## config.mk

```make
export PLATFORM = sky130hd
export DESIGN_NAME = pfe_ctrl
export DESIGN_NICKNAME = d
export VERILOG_FILES = /design/src/rtl/pfe_pkg.sv /design/src/rtl/pfe_ctrl.sv
export SDC_FILE = /design/constraint.sdc
export NUM_CORES = 1
export LEC_CHECK = 0
export ABC_AREA = 1
export ABC_CLOCK_PERIOD_IN_PS = 3700
export BUFFER_PORTS_ARGS = -buffer_cell sky130_fd_sc_hd__buf_2
export CORE_UTILIZATION = 60
export CTS_CLUSTER_DIAMETER = 100
export DETAILED_ROUTE_END_ITERATION = 6
export PLACE_DENSITY = 0.9
export SLEW_MARGIN = 5
export SYNTH_ARGS = -nofsm -noshare
export SYNTH_HDL_FRONTEND = slang
export SYNTH_SLANG_ARGS = --single-unit
```

## constraint.sdc

```tcl
create_clock -name clock -period 3.7 [get_ports clock]
set_input_delay 0.185 -clock clock [delete_from_list [all_inputs] [get_ports clock]]
set_output_delay 0.185 -clock clock [all_outputs]
set_load 0.02 [all_outputs]
```

## src/rtl/pfe_pkg.sv

```systemverilog
// ----------------------------------------------------------------------------
// pfe_pkg
// Shared types and constants of the byte pipe with end counts.
// ----------------------------------------------------------------------------
package pfe_pkg;

   localparam int DEPTH    = 4096;
   localparam int MAX_ENDS = 255;
   localparam int ADDR_W   = $clog2(DEPTH);
   localparam int LEVEL_W  = $clog2(DEPTH + 1);
   localparam int END_W    = $clog2(MAX_ENDS + 1);
   localparam int BYTE_W   = 8;
   localparam int REQ_W    = 16;
   localparam int RSP_W    = 24;

   typedef enum logic [2:0] {
      FUNC_WRITE        = 3'd0,
      FUNC_READ         = 3'd1,
      FUNC_OPEN_READER  = 3'd2,
      FUNC_CLOSE_READER = 3'd3,
      FUNC_OPEN_WRITER  = 3'd4,
      FUNC_CLOSE_WRITER = 3'd5,
      FUNC_CREATE       = 3'd6
   } func_type;

   typedef enum logic [2:0] {
      ST_OK         = 3'd0,
      ST_WAIT_EMPTY = 3'd1,
      ST_EOF        = 3'd2,
      ST_WAIT_FULL  = 3'd3,
      ST_BROKEN     = 3'd4,
      ST_REQ_ERR    = 3'd5
   } status_type;

   typedef struct packed {
      logic              we;
      logic              re;
      logic [ADDR_W-1:0] addr;
      logic [BYTE_W-1:0] wdata;
   } mem_req_type;

   typedef struct packed {
      logic [2:0]         status;
      logic [LEVEL_W-1:0] level;
      logic               call_done;
      logic               rd_ok;
   } result_type;

endpackage

```

## src/rtl/pfe_ctrl.sv

```systemverilog
// ----------------------------------------------------------------------------
// pfe_ctrl
// Pointer and end-count state, request decode and store access generation.
// ----------------------------------------------------------------------------
module pfe_ctrl (
   input  logic                         clock,
   input  logic                         reset,
   input  logic                         accept,
   input  logic [2:0]                   func,
   input  logic [pfe_pkg::BYTE_W-1:0]   wdata,
   input  logic                         last_byte,
   output pfe_pkg::mem_req_type         mem_req,
   output pfe_pkg::result_type          result
);
   import pfe_pkg::*;

   logic [ADDR_W-1:0]  read_index_ff, read_index_in;
   logic [LEVEL_W-1:0] fill_count_ff, fill_count_in;
   logic [END_W-1:0]   reader_count_ff, reader_count_in;
   logic [END_W-1:0]   writer_count_ff, writer_count_in;

   logic [LEVEL_W:0]   wpos_sum;
   logic [ADDR_W-1:0]  wpos;
   logic [ADDR_W-1:0]  rnext;
   logic [2:0]         status;
   logic               rd_ok;
   logic               wr_ok;

   always_comb begin
      wpos_sum = {1'b0, fill_count_ff} + (LEVEL_W + 1)'(read_index_ff);
      if (wpos_sum >= (LEVEL_W + 1)'(DEPTH)) begin
         wpos = ADDR_W'(wpos_sum - (LEVEL_W + 1)'(DEPTH));
      end else begin
         wpos = ADDR_W'(wpos_sum);
      end
      if (read_index_ff == ADDR_W'(DEPTH - 1)) begin
         rnext = '0;
      end else begin
         rnext = read_index_ff + ADDR_W'(1);
      end
   end

   always_comb begin
      read_index_in   = read_index_ff;
      fill_count_in   = fill_count_ff;
      reader_count_in = reader_count_ff;
      writer_count_in = writer_count_ff;
      status          = ST_REQ_ERR;
      rd_ok           = 1'b0;
      wr_ok           = 1'b0;
      case (func)
         FUNC_WRITE: begin
            if (reader_count_ff == '0) begin
               status = ST_BROKEN;
            end else if (fill_count_ff >= LEVEL_W'(DEPTH)) begin
               status = ST_WAIT_FULL;
            end else begin
               wr_ok         = 1'b1;
               fill_count_in = fill_count_ff + LEVEL_W'(1);
               status        = ST_OK;
            end
         end
         FUNC_READ: begin
            if (fill_count_ff == '0) begin
               status = (writer_count_ff == '0) ? ST_EOF : ST_WAIT_EMPTY;
            end else begin
               rd_ok         = 1'b1;
               read_index_in = rnext;
               fill_count_in = fill_count_ff - LEVEL_W'(1);
               status        = ST_OK;
            end
         end
         FUNC_OPEN_READER: begin
            if (reader_count_ff < END_W'(MAX_ENDS)) begin
               reader_count_in = reader_count_ff + END_W'(1);
               status          = ST_OK;
            end
         end
         FUNC_CLOSE_READER: begin
            if (reader_count_ff != '0) begin
               reader_count_in = reader_count_ff - END_W'(1);
               status          = ST_OK;
               if (reader_count_in == '0 && writer_count_ff == '0) begin
                  fill_count_in = '0;
                  read_index_in = '0;
               end
            end
         end
         FUNC_OPEN_WRITER: begin
            if (writer_count_ff < END_W'(MAX_ENDS)) begin
               writer_count_in = writer_count_ff + END_W'(1);
               status          = ST_OK;
            end
         end
         FUNC_CLOSE_WRITER: begin
            if (writer_count_ff != '0) begin
               writer_count_in = writer_count_ff - END_W'(1);
               status          = ST_OK;
               if (writer_count_in == '0 && reader_count_ff == '0) begin
                  fill_count_in = '0;
                  read_index_in = '0;
               end
            end
         end
         FUNC_CREATE: begin
            fill_count_in   = '0;
            read_index_in   = '0;
            reader_count_in = END_W'(1);
            writer_count_in = END_W'(1);
            status          = ST_OK;
         end
         default: begin
            status = ST_REQ_ERR;
         end
      endcase
   end

   always_ff @(posedge clock) begin
      if (reset) begin
         read_index_ff   <= '0;
         fill_count_ff   <= '0;
         reader_count_ff <= '0;
         writer_count_ff <= '0;
      end else if (accept) begin
         read_index_ff   <= read_index_in;
         fill_count_ff   <= fill_count_in;
         reader_count_ff <= reader_count_in;
         writer_count_ff <= writer_count_in;
      end
   end

   always_comb begin
      mem_req.we     = accept & wr_ok;
      mem_req.re     = accept & rd_ok;
      mem_req.addr   = wr_ok ? wpos : read_index_ff;
      mem_req.wdata  = wdata;
      result.status    = status;
      result.level     = fill_count_in;
      result.call_done = last_byte;
      result.rd_ok     = rd_ok;
   end

endmodule
```

# Word-level counts from Yosys, hierarchy flattened
# Index checks and enable logic that the tools add are counted.
dict set report word_totals {
  ff_bits 41
  wordCells 86
  input_bits 15
  out_inout_bits 40
}
dict set report classes {
  reduce_logical 16
  order_cmp 4
  mux 37
  n_bitwise 2
  n_eq_ne 14
  add_sub_neg 9
}
# cell count
set ops {}
lappend ops {{12-bit 2-to-1 mux} 8}
lappend ops {{13-bit 2-to-1 mux} 7}
lappend ops {{13-bit one-hot mux with 5 select lines} 1}
lappend ops {{12-bit one-hot mux with 4 select lines} 1}
lappend ops {{8-bit one-hot mux with 3 select lines} 2}
lappend ops {{8-bit zero test} 4}
lappend ops {{8-bit 2-to-1 mux} 4}
lappend ops {{3-bit one-hot mux with 7 select lines} 1}
lappend ops {{8-bit by 1-bit adder with 8-bit output (second input constant)} 2}
lappend ops {{8-bit < comparator (second input constant)} 2}
lappend ops {{8-bit nonzero test} 2}
lappend ops {{8-bit by 1-bit subtractor with 8-bit output (second input constant)} 2}
lappend ops {{3-bit 2-to-1 mux} 5}
lappend ops {{13-bit by 12-bit adder with 14-bit output} 1}
lappend ops {{14-bit by 13-bit greater-or-equal comparator with 1-bit output (second input constant)} 1}
lappend ops {{2-bit inequality test (second input constant)} 7}
lappend ops {{13-bit by 1-bit adder with 13-bit output (second input constant)} 1}
lappend ops {{13-bit greater-or-equal comparator (second input constant)} 1}
lappend ops {{13-bit zero test} 1}
lappend ops {{13-bit by 1-bit subtractor with 13-bit output (second input constant)} 1}
lappend ops {{12-bit by 1-bit adder with 12-bit output (second input constant)} 1}
lappend ops {{12-bit equality test (second input constant)} 1}
lappend ops {{12-bit by 1-bit subtractor with 12-bit output (second input constant)} 1}
lappend ops {{3-bit equality test (second input constant)} 3}
lappend ops {{other kinds (11)} 22}

# Logic depth before layout (Yosys ltp)
# Gate-level depths: netlist (run 1).
dict set report depth {
  ltp_word 6
  ltp_mapped 17
  ltp_nobuf 17
}

# Worst setup path after synthesis (run 1)
# OpenSTA, ideal clock, no wires.
dict set report synth_timing {
  path_kind {register to output}
  from {register reader_count_ff[0]}
  to {output port mem_req[13] in the netlist's numbering}
  path_buffers 1
  slack_ps 1497
  stages_incl_launch_ff 11
  required_time_ps 3515
  arrival_time_ps 2018
  path_cell_list {dfxtp_1 inv_1 ha_1 nand3_1 nor2_4 nor2_2 inv_1 nor2_1 inv_1 clkbuf_1 o21ai_0}
}
# item line_no
set synth_rtl {}
lappend synth_rtl {{from (decl)} pfe_ctrl.sv:19} ;# logic [END_W-1:0] reader_count_ff, reader_count_in;
lappend synth_rtl {{from (signal assigned)} pfe_ctrl.sv:127} ;# reader_count_ff <= reader_count_in;
lappend synth_rtl {{to (decl)} pfe_ctrl.sv:12} ;# output pfe_pkg::mem_req_type mem_req,

==> flow_summary.yaml, run 1 <==
sta:
  worst_pin_slew_ps: 796
  slew_violations: 0
  rsz0062_at_grt: "false"
  relSlewSlack_pct: 46.7
  clock_skew_ps: 6.59
  finalHoldWorstSlack_ps: 271
  fin_crit_ps: 2960
  setup_viol: 0
  final_hold_viol_count: 0
  max_freq_mhz: 337
  timing.setup.tns_ps: 0
  fin_crit_sh_pct: 80.1
global_route:
  grt_max_degree: 24
  grt_overflow_total: 0
  grt_pass1_vias: 4495
  track_usage_pct: 32.8
  grt_pass1_wl_um: 19800
  antenna_found_initial: 0
floorplanning:
  start_util_pct: 63.1
  rows: 30
  fp.dieArea_um2: 7570
  ios: 55
  die_y_um: 87.0
  fp.dieW_um: 87.0
  coreArea_um2: 6870
clocking:
  clkLatencyLatePin_ps: 300
  cts_resized: 0
  root_buffer: "clkbuf_8"
  clkTransAtPathRegs_ps: 80
  clock_path_buffers: 2
  numCtsBuffers: 5
  cts_max_level: 2
  cts_setup_buffers: 0
  ctsHoldBuffers: 0
  cts_tree: "yes"
  cts_sinks: 41
hold_path:
  min_path_type: "in2reg"
  min_delay_worst_endpoint: "read_index_ff[10]"
  holdPathStages: 2
  hold_path.startpoint: "reset"
route:
  num_vias: 4944
  vias_per_cell: 5.86
  detail_route.wl_per_cell_um: 14.5
  postRouteAntennaNets: 0
  dr.pass1.iters: 5
  wl_um: 12200
  drtIter0Drc: 401
  post-route-drc-count: 0
setup_path:
  critPathLaunchType: "flop"
  cp_slowest_cell: "dfxtp_1"
  critPathTopFamily: "buffers and inverters"
  crit_arrival_ps: 2780
  crit_path_cell_trace: "inv_1, ha_1, nand3_1, nor2_4, nor2_2, inv_1, nor2_1, buf_4, inv_1, a21oi_1, o21ai_0, xor2_1, buf_2"
  max_stage_delay_ps: 390
  r2r_cells: 12
  cp.required_ps: 3510
  rr_startpoint: "reader_count_ff[0]"
  criticalPathCategory: "reg2out"
  path_buf_inv: 5
  r2r_slack_ps: 1040
  r2r_end: "reader_count_ff[1]"
  cp_max_fo: 13
  crit_top_cell: "inv_1"
  worst_setup_path_end_kind: "output pin"
place:
  portBuffers: 36
  place_congestion: 0.999
  place_area_um2: 4480
  dpl.hpwl_um: 9350
  dp.cells: 835
outcome:
  outcome: "complete, no violations"
synthesis:
  synth_area_um2: 4330
  yosys.area.top_type_share_pct: 18.9
  synthCells: 730
  syn_avg_cell_area_um2: 5.94
  ys_seq_area_share_pct: 18.9
  yosysTopAreaCell: "dfxtp_1"
  synth_warnings: 0
  synth.ff_latch_count: 41
  synthDistinctLibCells: 45
  syn_nets: 768
  synth.area.top_cells: "dfxtp_1 (19%), nand2_1 (14%), inv_1 (8.6%)"
finish:
  final_nets: 784
  fin_area_um2: 4600
  final_cells: 843
  area_growth_pct: 6.15
  final_common_cell: "nand2_1"
  layout_common_cells: "nand2_1 (167), inv_1 (99), nor2_1 (80)"
  diodes: 0
  final_core_util_pct: 67.0
  layout-drive-gt1-share_pct: 10.6
pwr:
  powerDensity_nw_per_um2: 301
  p_leak_nw: 2.20
  ir_worst_vdd_uv: 200
flow_run:
  drv_cap: 0
sequential cells by signal (all words and copies together) (netlist names):
| signal | cells |
|---|---|
| fill_count_ff | 13 |
| read_index_ff | 12 |
| reader_count_ff | 8 |
| writer_count_ff | 8 |
power breakdown:
part	total, mW	internal [mW]	switching, mW	leakage, nW
Clock	0.388	0.220	0.168	0.0585
Sequential	0.518	0.467	0.0504	0.336
Combinational	0.480	0.153	0.327	1.80
Total	1.39	0.841	0.545	2.20
cell usage after synthesis (all sizes together):
cell type and number:
o31ai 3, clkinv 2, nand3b 3, o21bai 2, inv 102, xnor2 2
a21o 1, nor3b 1, nor4 4, xor2 15, or2 2, buf 18
o211ai 6, a31oi 9, nand3 64, ha 22, o2111ai 4, o21ai 69
a22oi 2, dfxtp 41, a211oi 6, nor2 92, clkbuf 13, a21oi 34
nand2 172, o41ai 1, nor3 18, nand4 15, o22ai 6, fa 1
cell families after synthesis:
family          count (synthesis)  share of synthesized area (%)
simple gates                  371                           38.7
compound gates                143                           19.0
buf+inv                       135                           13.2
flops                          41                           18.9
fa+ha+maj                      23                           6.81
xor+xnor                       17                           3.44
worst max path at each step:
stage                     cells past startpoint  slack [ps]                from           to
final                                        13         740  reader_count_ff[0]  mem_req[19]
after global routing                         13         480  reader_count_ff[0]  mem_req[19]
after CTS                                    13         750  reader_count_ff[0]  mem_req[19]
after detailed placement                     13        1090  reader_count_ff[0]  mem_req[19]
after global placement                       13        1130  reader_count_ff[0]  mem_req[19]
after floorplan                              10        1500  reader_count_ff[0]  mem_req[13]
routing by layer:
layer / part of all wire [%] / vias to the layer above / track usage, % / routed length [um]
li1: - / 2442 / - / -
met1: 43 / 2219 / 40.8 / 5230
met2: 46 / 227 / 55.0 / 5600
met3: 7.8 / 56 / 5.69 / 948
met4: 3.6 / 0 / 15.3 / 438
met5: 0 / - / 0 / 0
area by class of cell:
type	instances	area, um^2
tap	96	120
sequential	41	821
clock buffer	7	86.3
clock inverter	1	30.0
multi-input combinational	554	2940
timing repair buffer	40	210
fill	648	2270
inverter	104	390
stage by stage:
| stage | total power [mW] | setup slack, ps |
|---|---|---|
| final | 1.39 | 737 |
| after global routing | 1.47 | 484 |
| after global placement | 0.985 | 1130 |
| after floorplan | 0.892 | 1500 |
| after detailed placement | 0.996 | 1090 |
| after CTS | 1.38 | 753 |
Power figures use the tool's default switching activity.
==> run 2: changes to the inputs <==
--- a/config.mk
+++ b/config.mk
@@ -6,12 +6,12 @@
 export NUM_CORES = 1
 export LEC_CHECK = 0
 export ABC_AREA = 1
-export ABC_CLOCK_PERIOD_IN_PS = 3700
+export ABC_CLOCK_PERIOD_IN_PS = 2400
 export BUFFER_PORTS_ARGS = -buffer_cell sky130_fd_sc_hd__buf_2
-export CORE_UTILIZATION = 60
+export CORE_UTILIZATION = 54
 export CTS_CLUSTER_DIAMETER = 100
 export DETAILED_ROUTE_END_ITERATION = 6
-export PLACE_DENSITY = 0.9
+export PLACE_DENSITY = 0.86
 export SLEW_MARGIN = 5
 export SYNTH_ARGS = -nofsm -noshare
 export SYNTH_HDL_FRONTEND = slang
==> constraint.sdc (replaced) <==
create_clock -name clock -period 2.4 [get_ports clock]
set_input_delay 0.12 -clock clock [delete_from_list [all_inputs] [get_ports clock]]
set_output_delay 0.12 -clock clock [all_outputs]
set_load 0.02 [all_outputs]
==> run 2 against run 1 <==
Net effect: the flow now finishes with violations (negative setup slack); highest routed layer unchanged; total power rose by 72%; sequential share of layout area is 2.0 points lower; non-clock buffer count up 40; global-route usage down 0.35 points.
==> flow_summary.yaml, run 2 (synthesized netlist as in run 1, its figures left out) <==
setup_path:
  cp.required_ps: 2280
  cp_max_fo: 6
  worstSetupEndpoint: "result[13]"
  crit_path_cell_trace: "inv_4, ha_4, nand2_1, nand2_2, nor2_2, nand2_2, nor2_4, nand4_4, o21bai_4, nand3_1, nand2_1, nand3_1, buf_2"
  critPathLaunchType: "flop"
  worst_setup_path_end_kind: "output pin"
  crit_arrival_ps: 2330
  r2r_cells: 12
  worstSetupStartpoint: "writer_count_ff[1]"
  criticalPathCategory: "reg2out"
  max_stage_delay_ps: 390
  r2r_end: "read_index_ff[1]"
  cp_slowest_cell: "dfxtp_4"
  rr_startpoint: "reader_count_ff[1]"
  r2r_slack_ps: 130
global_route:
  antenna_found_initial: 0
  grt_max_degree: 22
  track_usage_pct: 32.4
  grt_pass1_vias: 4748
  grt_overflow_total: 0
  grt_pass1_wl_um: 22000
sta:
  worst_pin_slew_ps: 707
  clock_skew_ps: 5.60
  setup_viol: 4
  rsz0062_at_grt: "true"
  setup_ws_ps: -50.1
  fin_crit_ps: 2450
  max_freq_mhz: 408
  fin_crit_sh_pct: 102
  final_hold_viol_count: 0
  slew_violations: 0
  relSlewSlack_pct: 52.8
route:
  wl_um: 14400
  detail_route.wl_per_cell_um: 16.2
  post-route-drc-count: 0
  num_vias: 5283
  dr.pass1.iters: 6
  postRouteAntennaNets: 0
  drtIter0Drc: 554
  vias_per_cell: 5.94
floorplanning:
  start_util_pct: 56.1
  ios: 55
  fp.dieArea_um2: 8390
  die_y_um: 91.6
  coreArea_um2: 7730
  fp.dieW_um: 91.6
  rows: 32
outcome:
  violations: "negative setup slack"
  outcome: "finished, violations left"
finish:
  area_growth_pct: 24.4
  layout-drive-gt1-share_pct: 26.3
  layout_common_cells: "nand2_1 (146), inv_1 (90), nor2_1 (71)"
  largest_reg_flops: 13
  diodes: 0
  reg.largest.list: "fill_count_ff (13), read_index_ff (12)"
  final_cells: 889
  final_common_cell: "nand2_1"
  regMostFlops: "fill_count_ff"
  final_nets: 824
  fill_cells: 652
  fin_area_um2: 5390
  final_core_util_pct: 69.8
clocking:
  cts_tree: "yes"
  clkLatencyLatePin_ps: 310
  clock_path_buffers: 2
  cts_sinks: 41
  numCtsBuffers: 5
  root_buffer: "clkbuf_8"
  ctsHoldBuffers: 0
  cts_max_level: 2
  clkTransAtPathRegs_ps: 90
pwr:
  ir_worst_vdd_uv: 265
  powerDensity_nw_per_um2: 443
  p_leak_nw: 2.50
place:
  place_area_um2: 4660
  dpl.hpwl_um: 10100
  pre_cts_ws_ps: 89.9
  place_congestion: 0.987
  dp.cells: 863
  portBuffers: 36
flow_run:
  drv_cap: 0
hold_path:
  min_path_type: "in2reg"
==> run 2: stage by stage <==
stage / total power [mW] / hold slack (ps) / TNS, ps
floorplan: 1.38 / 265 / 0
global placement: 1.56 / 240 / 0
detailed placement: 1.57 / 240 / 0
CTS: 2.21 / 214 / 0
global route: 2.51 / 240 / -1630
finish: 2.39 / 227 / -152
==> run 2: how the worst min path moves through the flow <==
stage	startpoint	end	slack (ps)	cells after the start
3_3_place_gp	wdata[2]	mem_req[2]	240	0
5_1_grt	wdata[0]	mem_req[0]	240	0
4_1_cts	reset	read_index_ff[10]	210	2
3_5_place_dp	wdata[2]	mem_req[2]	240	0
6_report	reset	read_index_ff[10]	230	2
2_1_floorplan	reset	fill_count_ff[0]	260	3
==> run 2: worst max-delay path: cells and delay by family (launching register included) <==
kind | cells | cell delay [ps]
and+or+nand+nor | 9 | 880
buffers and inverters | 2 | 220
DFF | 1 | 390
adders and majority gates | 1 | 180
AOI/OAI and AO/OA | 1 | 340
==> run 2: area by class of cell <==
type	count	area (um^2)	area share [%]
Clock buffer	5	68.8	1.28
Clock inverter	3	46.3	0.859
Inverter	104	403	7.47
Multi-Input combinational cell	554	3310	61.4
Sequential cell	41	853	15.8
Tap cell	102	128	2.37
Timing Repair Buffer	80	583	10.8
==> run 2: power by group <==
group / internal [mW] / total [mW] / leakage, nW / switching [mW]
clock: 0.312 / 0.599 / 0.0543 / 0.287
sequential: 0.724 / 0.797 / 0.344 / 0.0731
combinational: 0.369 / 0.994 / 2.11 / 0.625
total: 1.41 / 2.39 / 2.50 / 0.985
==> run 2: repair_timing <==
item,4_1_cts,5_1_grt
gates resized for setup,22,123
endpoints found under the setup margin,22,31
pin swaps,6,29
buffers inserted,6,12
hold endpoints to repair,0,0
==> run 2: metal layers <==
layer	GRT usage, %	part of all wire [%]
met5	0	0
met4	13.5	3.5
met3	4.94	8.5
met2	54.4	47
met1	41.2	41
